## src/design/fmslq_pkg.sv

```systemverilog
package fmslq_pkg;

    localparam int TABLE_SLOTS = 20;
    localparam int SLOT_W      = $clog2(TABLE_SLOTS + 1);

    localparam int FREQ_W  = 16;
    localparam int DEV_W   = 12;
    localparam int SNR_W   = 4;
    localparam int RSSI_W  = 8;
    localparam int INDEX_W = 5;
    localparam int CFG_W   = 16;

    localparam logic [SNR_W-1:0]  SNR_MIN       = 4'd2;
    localparam logic [RSSI_W-1:0] RSSI_MIN      = 8'd10;
    localparam logic [DEV_W-1:0]  DEV_POS_LIMIT = 12'd280;
    localparam logic [DEV_W-1:0]  DEV_NEG_LIMIT = 12'd3815;
    localparam logic [DEV_W-1:0]  PREV_POS_MIN  = 12'd20;
    localparam logic [DEV_W-1:0]  PREV_NEG_MAX  = 12'd4075;

    localparam logic [FREQ_W-1:0] BAND_LOWER_RST = 16'd8750;
    localparam logic [FREQ_W-1:0] BAND_UPPER_RST = 16'd10800;

    typedef enum logic [1:0] {
        ST_CONTINUE = 2'd0,
        ST_FOUND    = 2'd1,
        ST_FULL     = 2'd2,
        ST_BAND_END = 2'd3
    } t_status;

    typedef enum logic [1:0] {
        CFG_BAND_LOWER = 2'd0,
        CFG_BAND_UPPER = 2'd1,
        CFG_AUTO_STORE = 2'd2,
        CFG_STEP_DOWN  = 2'd3
    } t_cfg_reg;

    typedef struct packed {
        logic [FREQ_W-1:0] frequency;
        logic [DEV_W-1:0]  deviation;
        logic [SNR_W-1:0]  snr;
        logic [RSSI_W-1:0] rssi;
        logic              afc_railed;
    } t_meas;

    typedef struct packed {
        logic              locked;
        t_status           status;
        logic [FREQ_W-1:0] next_frequency;
        logic              store_valid;
        logic [INDEX_W-1:0] store_index;
    } t_result;

    typedef struct packed {
        t_cfg_reg          index;
        logic [CFG_W-1:0]  value;
    } t_cfg_wr;

endpackage

```

## src/design/fmslq_meas_if.sv

```systemverilog
interface fmslq_meas_if;
    logic              valid;
    logic              ready;
    fmslq_pkg::t_meas  data;

    modport source (output valid, output data, input ready);
    modport sink   (input valid, input data, output ready);
endinterface

```

## src/design/fmslq_result_if.sv

```systemverilog
interface fmslq_result_if;
    logic               valid;
    logic               ready;
    fmslq_pkg::t_result data;

    modport source (output valid, output data, input ready);
    modport sink   (input valid, input data, output ready);
endinterface

```

## src/design/fmslq_cfg_if.sv

```systemverilog
interface fmslq_cfg_if;
    logic               valid;
    logic               ready;
    fmslq_pkg::t_cfg_wr data;

    modport source (output valid, output data, input ready);
    modport sink   (input valid, input data, output ready);
endinterface

```

## src/design/fm_seek_lock_qualifier_unit.sv

```systemverilog
// FM seek lock qualifier: takes one tuner measurement per transaction on i_meas and returns
// one result per measurement on o_result, in order. A measurement can be accepted every
// cycle while o_result is not stalled; each passes an input register and a result
// register, and a result is held in the result register on o_result for as long as
// o_result is stalled. The lock test,
// slot counter and next-frequency step all sit in the single logic stage between those
// two registers, and the previous-measurement history is updated as each result is
// registered. Configuration writes on i_cfg are always taken and must only be issued
// while no measurement is in flight; register indexes are band_lower, band_upper,
// auto_store, step_down. The slot counter saturates at the table size and only reset
// clears it.
module fm_seek_lock_qualifier_unit (
    input  logic           i_clk,
    input  logic           i_rst_n,
    fmslq_meas_if.sink     i_meas,
    fmslq_cfg_if.sink      i_cfg,
    fmslq_result_if.source o_result
);
    import fmslq_pkg::*;

    logic [FREQ_W-1:0] r_band_lower;
    logic [FREQ_W-1:0] r_band_upper;
    logic              r_auto_store;
    logic              r_step_down;

    logic              r_in_valid;
    t_meas             r_meas;
    logic              r_out_valid;
    t_result           r_result;

    logic [DEV_W-1:0]  r_prev_dev;
    logic [FREQ_W-1:0] r_prev_freq;
    logic [SLOT_W-1:0] r_slot;

    logic              advance;
    logic              take;
    logic              prev_below;
    logic              prev_above;
    logic              locked;
    logic              band_end;
    logic [FREQ_W-1:0] stepped;
    logic [SLOT_W-1:0] n_slot;
    t_result           n_result;

    assign advance       = !r_out_valid || o_result.ready;
    assign take          = r_in_valid && advance;
    assign i_meas.ready  = !r_in_valid || advance;
    assign i_cfg.ready   = 1'b1;
    assign o_result.valid = r_out_valid;
    assign o_result.data  = r_result;

    // neighbor channel checks, exact compare without 16-bit wrap
    assign prev_below = ({1'b0, r_prev_freq} + 17'd1) == {1'b0, r_meas.frequency};
    assign prev_above = {1'b0, r_prev_freq} == ({1'b0, r_meas.frequency} + 17'd1);

    always_comb begin
        locked = (r_meas.snr >= SNR_MIN) && (r_meas.rssi >= RSSI_MIN) && !r_meas.afc_railed
              && ((r_meas.deviation < DEV_POS_LIMIT) || (r_meas.deviation > DEV_NEG_LIMIT));
        if ((r_meas.frequency > r_band_lower) && prev_below) begin
            if (r_prev_dev[DEV_W-1] || (r_prev_dev < PREV_POS_MIN)) begin
                locked = 1'b0;
            end
        end
        if ((r_meas.frequency >= r_band_lower) && prev_above) begin
            if (!r_prev_dev[DEV_W-1] || (r_prev_dev > PREV_NEG_MAX)) begin
                locked = 1'b0;
            end
        end
    end

    assign band_end = r_auto_store && (r_band_upper != '0)
                   && (r_meas.frequency >= (r_band_upper - 16'd1));

    always_comb begin
        stepped = r_step_down ? (r_meas.frequency - 16'd1) : (r_meas.frequency + 16'd1);
        if (stepped < r_band_lower) begin
            stepped = r_band_upper - 16'd1;
        end else if (stepped >= r_band_upper) begin
            stepped = r_band_lower;
        end
    end

    always_comb begin
        n_slot                  = r_slot;
        n_result.locked         = locked;
        n_result.status         = ST_CONTINUE;
        n_result.next_frequency = stepped;
        n_result.store_valid    = 1'b0;
        n_result.store_index    = '0;
        if (locked && !r_auto_store) begin
            n_result.status         = ST_FOUND;
            n_result.next_frequency = r_meas.frequency;
        end else begin
            if (locked) begin
                if (r_slot < SLOT_W'(TABLE_SLOTS)) begin
                    n_result.store_valid = 1'b1;
                    n_result.store_index = INDEX_W'(r_slot);
                    n_slot               = r_slot + 1'b1;
                end
            end
            if (locked && (n_slot >= SLOT_W'(TABLE_SLOTS))) begin
                n_slot                  = SLOT_W'(TABLE_SLOTS);
                n_result.status         = ST_FULL;
                n_result.next_frequency = r_meas.frequency;
            end else if (band_end) begin
                n_result.status         = ST_BAND_END;
                n_result.next_frequency = r_meas.frequency;
            end
        end
    end

    always_ff @(posedge i_clk) begin
        if (!i_rst_n) begin
            r_band_lower <= BAND_LOWER_RST;
            r_band_upper <= BAND_UPPER_RST;
            r_auto_store <= 1'b0;
            r_step_down  <= 1'b0;
        end else if (i_cfg.valid) begin
            case (i_cfg.data.index)
                CFG_BAND_LOWER: r_band_lower <= i_cfg.data.value;
                CFG_BAND_UPPER: r_band_upper <= i_cfg.data.value;
                CFG_AUTO_STORE: r_auto_store <= i_cfg.data.value[0];
                CFG_STEP_DOWN:  r_step_down  <= i_cfg.data.value[0];
                default: ;
            endcase
        end
    end

    always_ff @(posedge i_clk) begin
        if (!i_rst_n) begin
            r_in_valid  <= 1'b0;
            r_out_valid <= 1'b0;
            r_prev_dev  <= '0;
            r_prev_freq <= '0;
            r_slot      <= '0;
        end else begin
            if (i_meas.ready) begin
                r_in_valid <= i_meas.valid;
            end
            if (advance) begin
                r_out_valid <= r_in_valid;
            end
            // history advances only when a result is registered
            if (take) begin
                r_prev_dev  <= r_meas.deviation;
                r_prev_freq <= r_meas.frequency;
                r_slot      <= n_slot;
            end
        end
    end

    always_ff @(posedge i_clk) begin
        if (i_meas.valid && i_meas.ready) begin
            r_meas <= i_meas.data;
        end
        if (take) begin
            r_result <= n_result;
        end
    end

endmodule

```

## src/flat_wrapper.sv

```systemverilog
// flat-port wrapper written by rule: the top's interface ports become plain ports
module fm_seek_lock_qualifier_unit_flat import fmslq_pkg::*;
  (i_clk, i_rst_n, i_meas_valid, i_meas_data, i_meas_ready, i_cfg_valid, i_cfg_data, i_cfg_ready, o_result_valid, o_result_data, o_result_ready);
  fmslq_meas_if i_meas_i ();
  fmslq_cfg_if i_cfg_i ();
  fmslq_result_if o_result_i ();
  input  logic i_clk;
  input  logic i_rst_n;
  input wire logic [$bits(i_meas_i.valid)-1:0] i_meas_valid;
  input wire logic [$bits(i_meas_i.data)-1:0] i_meas_data;
  output wire logic [$bits(i_meas_i.ready)-1:0] i_meas_ready;
  input wire logic [$bits(i_cfg_i.valid)-1:0] i_cfg_valid;
  input wire logic [$bits(i_cfg_i.data)-1:0] i_cfg_data;
  output wire logic [$bits(i_cfg_i.ready)-1:0] i_cfg_ready;
  output wire logic [$bits(o_result_i.valid)-1:0] o_result_valid;
  output wire logic [$bits(o_result_i.data)-1:0] o_result_data;
  input wire logic [$bits(o_result_i.ready)-1:0] o_result_ready;
  assign i_meas_i.valid = i_meas_valid;
  assign i_meas_i.data = i_meas_data;
  assign i_meas_ready = i_meas_i.ready;
  assign i_cfg_i.valid = i_cfg_valid;
  assign i_cfg_i.data = i_cfg_data;
  assign i_cfg_ready = i_cfg_i.ready;
  assign o_result_valid = o_result_i.valid;
  assign o_result_data = o_result_i.data;
  assign o_result_i.ready = o_result_ready;
  fm_seek_lock_qualifier_unit u_core (.i_clk(i_clk), .i_rst_n(i_rst_n), .i_meas(i_meas_i), .i_cfg(i_cfg_i), .o_result(o_result_i));
endmodule
```

## config.mk

```make
export PLATFORM = sky130hd
export DESIGN_NAME = fm_seek_lock_qualifier_unit_flat
export DESIGN_NICKNAME = d
export VERILOG_FILES = /design/src/design/fmslq_pkg.sv /design/src/design/fmslq_meas_if.sv /design/src/design/fmslq_result_if.sv /design/src/design/fmslq_cfg_if.sv /design/src/design/fm_seek_lock_qualifier_unit.sv /design/src/flat_wrapper.sv
export SDC_FILE = /design/constraint.sdc
export NUM_CORES = 1
export LEC_CHECK = 0
export ABC_AREA = 1
export BUFFER_PORTS_ARGS = -buffer_cell sky130_fd_sc_hd__clkbuf_2
export CAP_MARGIN = 10
export CORE_AREA = 4 4 114 197
export DETAILED_ROUTE_END_ITERATION = 7
export DIE_AREA = 0 0 118 201
export PLACE_DENSITY = 0.74
export SLEW_MARGIN = 20
export SYNTH_ARGS = -nofsm -noshare
export SYNTH_HDL_FRONTEND = slang
export SYNTH_SLANG_ARGS = --single-unit
export TNS_END_PERCENT = 30
```

## constraint.sdc

```tcl
create_clock -name i_clk -period 5.5 [get_ports i_clk]
set_input_delay 0.275 -clock i_clk [delete_from_list [all_inputs] [get_ports i_clk]]
set_output_delay 0.275 -clock i_clk [all_outputs]
set_load 0.05 [all_outputs]
```

==> summary.md, run 1 <==
| Metric | Value |
|---|---|
| H-tree depth | `4` |
| WL final | `approximately 27,000 um` |
| DRT iter0 DRCs | `517` |
| Global-route wire length before repair | `roughly 43,000 um` |
| Pin count of the biggest net entering global routing | `66` |
| Critical path data required time | `about 5.7 ns` |
| Hold depth | `1` |
| Max clock buf depth | `2` |
| Final period util | `between 80 and 90%` |
| Critical Path Most Common Cell | `nand2_1` |
| DPL Wire Length | `20,900 um` |
| Met2 usage | `roughly 41%` |
| Max-cap violations | `0` |
| Status | `completed` |
| Power per cell area | `roughly 290 mW/mm2` |
| Placed cell count | `1,640` |
| Starting density of the core | `around 44%` |
| HP Start | `i_meas_data[0]` |
| Worst-path clk slew | `around 0.060 ns` |
| Worst Tran Pin Value | `around 0.8 ns` |
| Register area share after synthesis | `between 30 and 40%` |
| CTS root buffer | `clkbuf_16` |
| Reg2reg start | `u_core.r_step_down` |
| Area Growth Syn to Fin | `13.3%` |
| CP endpoint kind | `flip-flop` |
| Worst skew pair latency | `around 0.43 ns` |
| Met3 usage | `~3.2%` |
| Register-to-Register Path Depth | `26` |
| Worst Path Max Fanout | `13` |
| Hold Crit Endpoint | `u_core.r_meas[0]` |
| Crit path time final | `~4.6 ns` |
| Synth Register Bits | `129` |
| Mapped Cells | `~1,300` |
| Syn. warnings | `0` |
| Syn avg cell area | `6.98 um2` |
| Slew headroom | `between 40% and 50%` |
| Gr usage total | `between 20% and 30%` |
| Setup bufs post-CTS | `0` |
| Vias | `~9,000` |
| Slowest stage delay, CP | `between 0.7 and 0.8 ns` |
| Grt met1 use | `a little under a quarter` |
| Final Hold Viols | `0` |
| Row cnt | `70` |
| DR DRC count | `0` |
| Type of the most critical hold path | `in2reg` |
| Final-stage net count | `around 1,600` |
| Ant diodes | `0` |
| Detail Route Antenna Nets | `0` |
| Setup Total Neg Slack | `0 ns` |
| RSZ-0062 raised after global routing | `false` |
| WS Path Type | `reg2reg` |
| Vias in the first global route | `between 8,000 and 9,000` |
| Pwr Total | `between 3 and 4 mW` |
| FF-to-FF setup slack | `0.89 ns` |
| CP max-delay cell | `dfxtp_1` |
| Pleak | `about 5 nW` |
| Pins Over Slew Limit | `0` |
| Clock skew | `0.00809 ns` |
| Core ar. | `0.0208 mm2` |
| Die footprint | `about 0.024 mm2` |
| TritonCTS buffer count | `17` |
| Die Y | `201 um` |
| Fmax achieved | `between 200 and 250 MHz` |
| Synth Net Count | `1,474` |
| Input/output buffers | `86` |
| Routability congestion estimate | `0.996` |
| Total congestion overflow | `0` |
| Filler cells | `2,064` |
| Post-synthesis cell area | `0.00926 mm2` |
| TritonRoute pass-1 iters | `5` |
| Worst reg2reg path endpoint | `u_core.o_result.data[12]` |
| Layout cells sized above 1 | `between 10% and 20%` |
| Yosys cell types | `between 40 and 50` |
| Drt wl/cell | `16.2 um` |
| GR peak layer | `met2` |
| Hold buffer count at cts | `0` |
| Post-Layout Cell Count | `about 1,700` |
| Boundary Pins | `around 90` |
| Util after Layout | `50.3%` |
| Final setup violating endpoints | `0` |
| Antenna violations before repair | `0` |
| Clock Sinks | `129` |
| Crit path DAT | `roughly 4.8 ns` |
| Maximum VDD drop | `0.000146 V` |
| Vias per std cell | `5.39` |
| Die W | `118 um` |
| CTS tree | `built` |
| Startpoint Class | `flip-flop` |
| PostCTS Resize Cnt | `0` |
[routing by layer]
| metal | share of wire, % | vias to the layer above |
|---|---|---|
| li1 | - | 4510 |
| met1 | 36 | 4095 |
| met2 | 52 | 286 |
| met3 | 4.3 | 114 |
| met4 | 8.2 | 0 |
| met5 | 0 | - |
[state kept, by name (all words and copies together), names as in the netlist]
register	flops
u_core.r_slot	5
u_core.r_prev_freq	16
u_core.r_meas	37
u_core.r_band_lower	16
u_core.o_result.data	25
u_core.r_prev_dev	10
u_core.r_auto_store	1
u_core.r_band_upper	16
u_core.r_step_down	1
u_core.o_result.valid	1
u_core.r_in_valid	1
[cells in the mapped netlist, drive strengths merged]
master,count,area share [%]
a21boi,1,0.081
a21o,1,0.081
a21oi,97,5.2
a31oi,3,0.20
a41oi,1,0.095
buf,11,0.91
clkbuf,32,1.4
clkinv,3,0.12
conb,1,0.041
dfxtp,67,14
edfxtp,62,20
fa,1,0.22
ha,83,11
inv,151,6.1
nand2,403,17
nand3,89,5.1
nand3b,1,0.081
nand4,22,1.5
nor2,136,5.9
nor3,6,0.32
nor4,1,0.068
o211ai,14,1.1
o21a,3,0.24
o21ai,99,5.4
o21bai,3,0.24
o311ai,1,0.095
o31ai,1,0.081
or2,3,0.20
xnor2,7,0.66
xor2,23,2.2
[cell families after synthesis]
group,synth area share (%)
fa+ha+maj,11.4
simple gates,29.7
compound gates,12.9
buf+inv,8.55
xor+xnor,2.84
other cells,0.0405
flops,34.6
[stage by stage]
step | instance area [um2] | setup slack (ns) | hold WS, ns
after floorplan | 9260 | 1.80 | 0.374
after global placement | 9940 | 1.04 | 0.451
after detailed placement | 9940 | 0.994 | 0.454
after CTS | 10500 | 0.981 | 0.00867
after global routing | 10500 | 0.619 | 0.000951
final | 10500 | 0.894 | 0.0158
[cell usage in the layout (no fill, tap or decap), drive strengths merged]
master	instances
dfxtp	67
o21ai	99
nor3	6
or2	3
nand3b	1
clkbuf	107
o211ai	14
fa	1
nor4	1
clkinv	10
xor2	23
bufinv	1
nand3	89
xnor2	7
a41oi	1
clkinvlp	3
a21oi	97
nand4	22
a21o	1
conb	1
a31oi	3
nor2	136
o21a	3
buf	19
nand2	403
o31ai	1
a21boi	1
inv	151
ha	83
o21bai	3
o311ai	1
edfxtp	62
[critical path: cells and delay by family, from the launching register on]
| family | cells | cell delay (ns) |
|---|---|---|
| compound gates | 6 | 0.69 |
| simple gates | 15 | 1.84 |
| buf+inv | 3 | 0.57 |
| flops | 1 | 0.71 |
| fa+ha+maj | 2 | 0.54 |
[worst max-delay path by stage]
stage	from	to	slack (ns)
finish	u_core.r_step_down	u_core.o_result.data[12]	0.89
global route	u_core.r_step_down	u_core.o_result.data[12]	0.62
CTS	u_core.r_step_down	u_core.o_result.data[12]	0.98
detailed placement	u_core.r_step_down	u_core.o_result.data[12]	0.99
global placement	u_core.r_step_down	u_core.o_result.data[12]	1.04
floorplan	u_core.r_step_down	u_core.o_result.data[8]	1.80
[report_power, final]
group	internal (mW)	switching, mW	leakage, nW
Sequential	1.08	0.0506	1.15
Clock	0.638	0.423	0.266
Combinational	0.268	0.554	3.62
[cell type report]
class                           count  area [um2]  area share, %
Clock inverter                     11        90.1          0.859
Timing Repair Buffer              105         573           5.46
Multi-Input combinational cell   1000        5260           50.2
Inverter                          154         581           5.54
Sequential cell                   129        3200           30.5
Tap cell                          252         315           3.01
Clock buffer                       21         460           4.39
No activity file was read; power rests on OpenSTA's default activity.
==> run 2, diff against run 1 <==
--- a/config.mk
+++ b/config.mk
@@ -11,7 +11,7 @@
 export CORE_AREA = 4 4 114 197
 export DETAILED_ROUTE_END_ITERATION = 7
 export DIE_AREA = 0 0 118 201
-export PLACE_DENSITY = 0.74
+export PLACE_DENSITY = 0.76
 export SLEW_MARGIN = 20
 export SYNTH_ARGS = -nofsm -noshare
 export SYNTH_HDL_FRONTEND = slang
==> constraint.sdc (replaced) <==
create_clock -name i_clk -period 3.8 [get_ports i_clk]
set_input_delay 0.19 -clock i_clk [delete_from_list [all_inputs] [get_ports i_clk]]
set_output_delay 0.19 -clock i_clk [all_outputs]
set_load 0.05 [all_outputs]
==> run 2 against run 1 <==
Effect of this change: the flow now finishes with violations (setup timing); die area did not move; cell count rose by 5.7%; sequential share of layout area fell by 3.8 points; clock power rose by 68%; combinational power increased by 87%; clock skew fell by 0.00075 ns; design area grew 14%; highest routed layer unchanged.
==> summary.md, run 2 (same netlist as run 1, synthesis figures left out) <==
| Metric | Value |
|---|---|
| Status | `complete, but fails checks` |
| Failing checks | `setup timing` |
| Layout cells sized above 1 | `about a fifth` |
| Sw frac | `around a third` |
| Worst-path clk slew | `roughly 0.060 ns` |
| Startpoint Class | `flip-flop` |
| Hold depth | `3` |
| Worst reg2reg path endpoint | `u_core.o_result.data[7]` |
| Die footprint | `roughly 0.024 mm2` |
| Flop pwr share | `approximately a third` |
| Routability congestion estimate | `approximately 1.0` |
| Max clock buf depth | `2` |
| CTS tree | `built` |
| Die W | `around 120 um` |
| Pwr Total | `roughly 5.0 mW` |
| Starting density of the core | `44.4%` |
| Pin count of the biggest net entering global routing | `44` |
| Gr usage total | `25.4%` |
| Critical path data required time | `~4 ns` |
| Worst Path Max Fanout | `8` |
| Detail Route Antenna Nets | `0` |
| Max-cap violations | `0` |
| FF-to-FF setup slack | `-0.20 ns` |
| Post-route setup slack | `-0.196 ns` |
| Die Y | `around 200 um` |
| Drt wl/cell | `18.3 um` |
| Clock power share | `35.9%` |
| Crit path time final | `between 3 and 4 ns` |
| Most frequent cells in the layout | `383 x nand2_1, 140 x inv_1, 118 x nor2_1` |
| Crit path DAT | `around 4.2 ns` |
| Net Switching | `1.68 mW` |
| Power per cell area | `414 mW/mm2` |
| Vias per std cell | `between 5 and 6` |
| HP Start | `i_cfg_data[9]` |
| Ant diodes | `0` |
| Clock skew | `0.00734 ns` |
| Antenna violations before repair | `0` |
| Vias | `9,907` |
| Register-to-Register Path Depth | `22` |
| Vias in the first global route | `between 9,000 and 10,000` |
| CTS root buffer | `clkbuf_16` |
| Power Internal | `roughly 3.3 mW` |
| Worst skew pair latency | `around 0.43 ns` |
| RSZ-0062 raised after global routing | `true` |
| Final period util | `105%` |
| Slew headroom | `between 30% and 40%` |
| Maximum VDD drop | `roughly 0.00022 V` |
| Total congestion overflow | `0` |
| Pleak | `~5.6 nW` |
| Boundary Pins | `between 90 and 100` |
| WS Path Type | `reg2reg` |
| Hold Crit Endpoint | `u_core.r_band_upper[9]` |
| Area Growth Syn to Fin | `29.3%` |
| Worst Tran Pin Value | `1.03 ns` |
| Post-Layout Cell Count | `approximately 1,800` |
| Final Hold Viols | `0` |
| Place WS | `-0.283 ns` |
| Input/output buffers | `86` |
| Util after Layout | `about 57%` |
| Global-route wire length before repair | `~48,000 um` |
| TritonCTS buffer count | `17` |
| DRT iter0 DRCs | `~650` |
| CP endpoint kind | `flip-flop` |
| Pins Over Slew Limit | `0` |
| Fmax achieved | `about 250 MHz` |
| Biggest register | `u_core.r_meas` |
| Type of the most critical hold path | `in2reg` |
| DR DRC count | `0` |
| H-tree depth | `4` |
| Max reg flops | `37` |
| Commonest non-fill, non-tap cell in the layout | `nand2_1` |
| Placed cell count | `between 1,500 and 2,000` |
| Core ar. | `~0.021 mm2` |
| WL final | `32,300 um` |
| Worst hold slack | `between 0.007 and 0.008 ns` |
| TritonRoute pass-1 iters | `6` |
| Clock Sinks | `around 130` |
| Reg2reg start | `u_core.r_step_down` |
| DPL Wire Length | `about 22,000 um` |
| Final-stage net count | `between 1,500 and 2,000` |
| Row cnt | `70` |
| Combinational cell fraction of total power | `around 31%` |
| Final setup violating endpoints | `15` |
## run 2: worst max-delay path, stage by stage, from the launching register on
cell and delay [ns]:
dfxtp_4 0.40, buf_4 0.16, ha_4 0.28, nand3_1 0.10, nand2_2 0.14, nand2_4 0.08
a21oi_2 0.17, xor2_1 0.26, buf_4 0.19, inv_1 0.09, ha_1 0.31, a21oi_1 0.08
o211ai_1 0.37, nand3_1 0.21, nand2_4 0.17, clkbuf_16 0.16, o211ai_1 0.13, nand3_1 0.14
o21ai_1 0.08, nand2_1 0.07, nand2_1 0.05, nand2_1 0.05, nand2_1 0.06
## run 2: per-stage QoR
step / area [um2] / TNS (ns)
3_3_place_gp: 10200 / -1.12
4_1_cts: 11300 / 0
3_5_place_dp: 10200 / -2.34
6_report: 12000 / -1.19
2_1_floorplan: 9260 / 0
5_1_grt: 12000 / -2.73
## run 2: layer usage
layer | up-vias | wire, um | GRT usage, %
met4 | 0 | 3010 | 21.2
li1 | 4703 | - | -
met3 | 185 | 1790 | 4.65
met5 | - | 0 | 0
met1 | 4538 | 11200 | 25.5
met2 | 481 | 16300 | 45.0
## run 2: layout make-up
cell class | count | area (um2)
clock inverter | 8 | 83.8
timing repair buffer | 200 | 1450
multi-input combinational | 1000 | 5770
tap | 252 | 315
inverter | 154 | 582
clock buffer | 24 | 567
fill | 1790 | 8870
sequential | 129 | 3210
## run 2: how the worst max path moves through the flow
stage | start | end | slack, ns | cells after the start
2_1_floorplan | u_core.r_step_down | u_core.o_result.data[8] | 0.10 | 25
3_3_place_gp | u_core.r_step_down | u_core.o_result.data[6] | -0.22 | 24
3_5_place_dp | u_core.r_step_down | u_core.o_result.data[6] | -0.28 | 24
4_1_cts | u_core.r_band_upper[2] | u_core.o_result.data[7] | 0.0009 | 23
5_1_grt | u_core.r_step_down | u_core.o_result.data[7] | -0.27 | 22
6_report | u_core.r_step_down | u_core.o_result.data[7] | -0.20 | 22
## run 2: power by group through the flow
stage | clock network (mW) | registers (mW) | logic (mW)
final | 1.78 | 1.64 | 1.54
after global routing | 1.86 | 1.64 | 1.68
after CTS | 1.77 | 1.63 | 1.30
after detailed placement | 0 | 1.66 | 1.25
after global placement | 0 | 1.66 | 1.22
after floorplan | 0 | 1.73 | 0.758
## run 2: timing repair
action                                 4_1_cts  5_1_grt
endpoints found under the hold margin       40        0
setup buffers                                1       15
hold buffers                                40        0
gates cloned                                 0        1
pin swaps                                    1       33
setup endpoints to repair                   16       18
gates resized for setup                      7      111
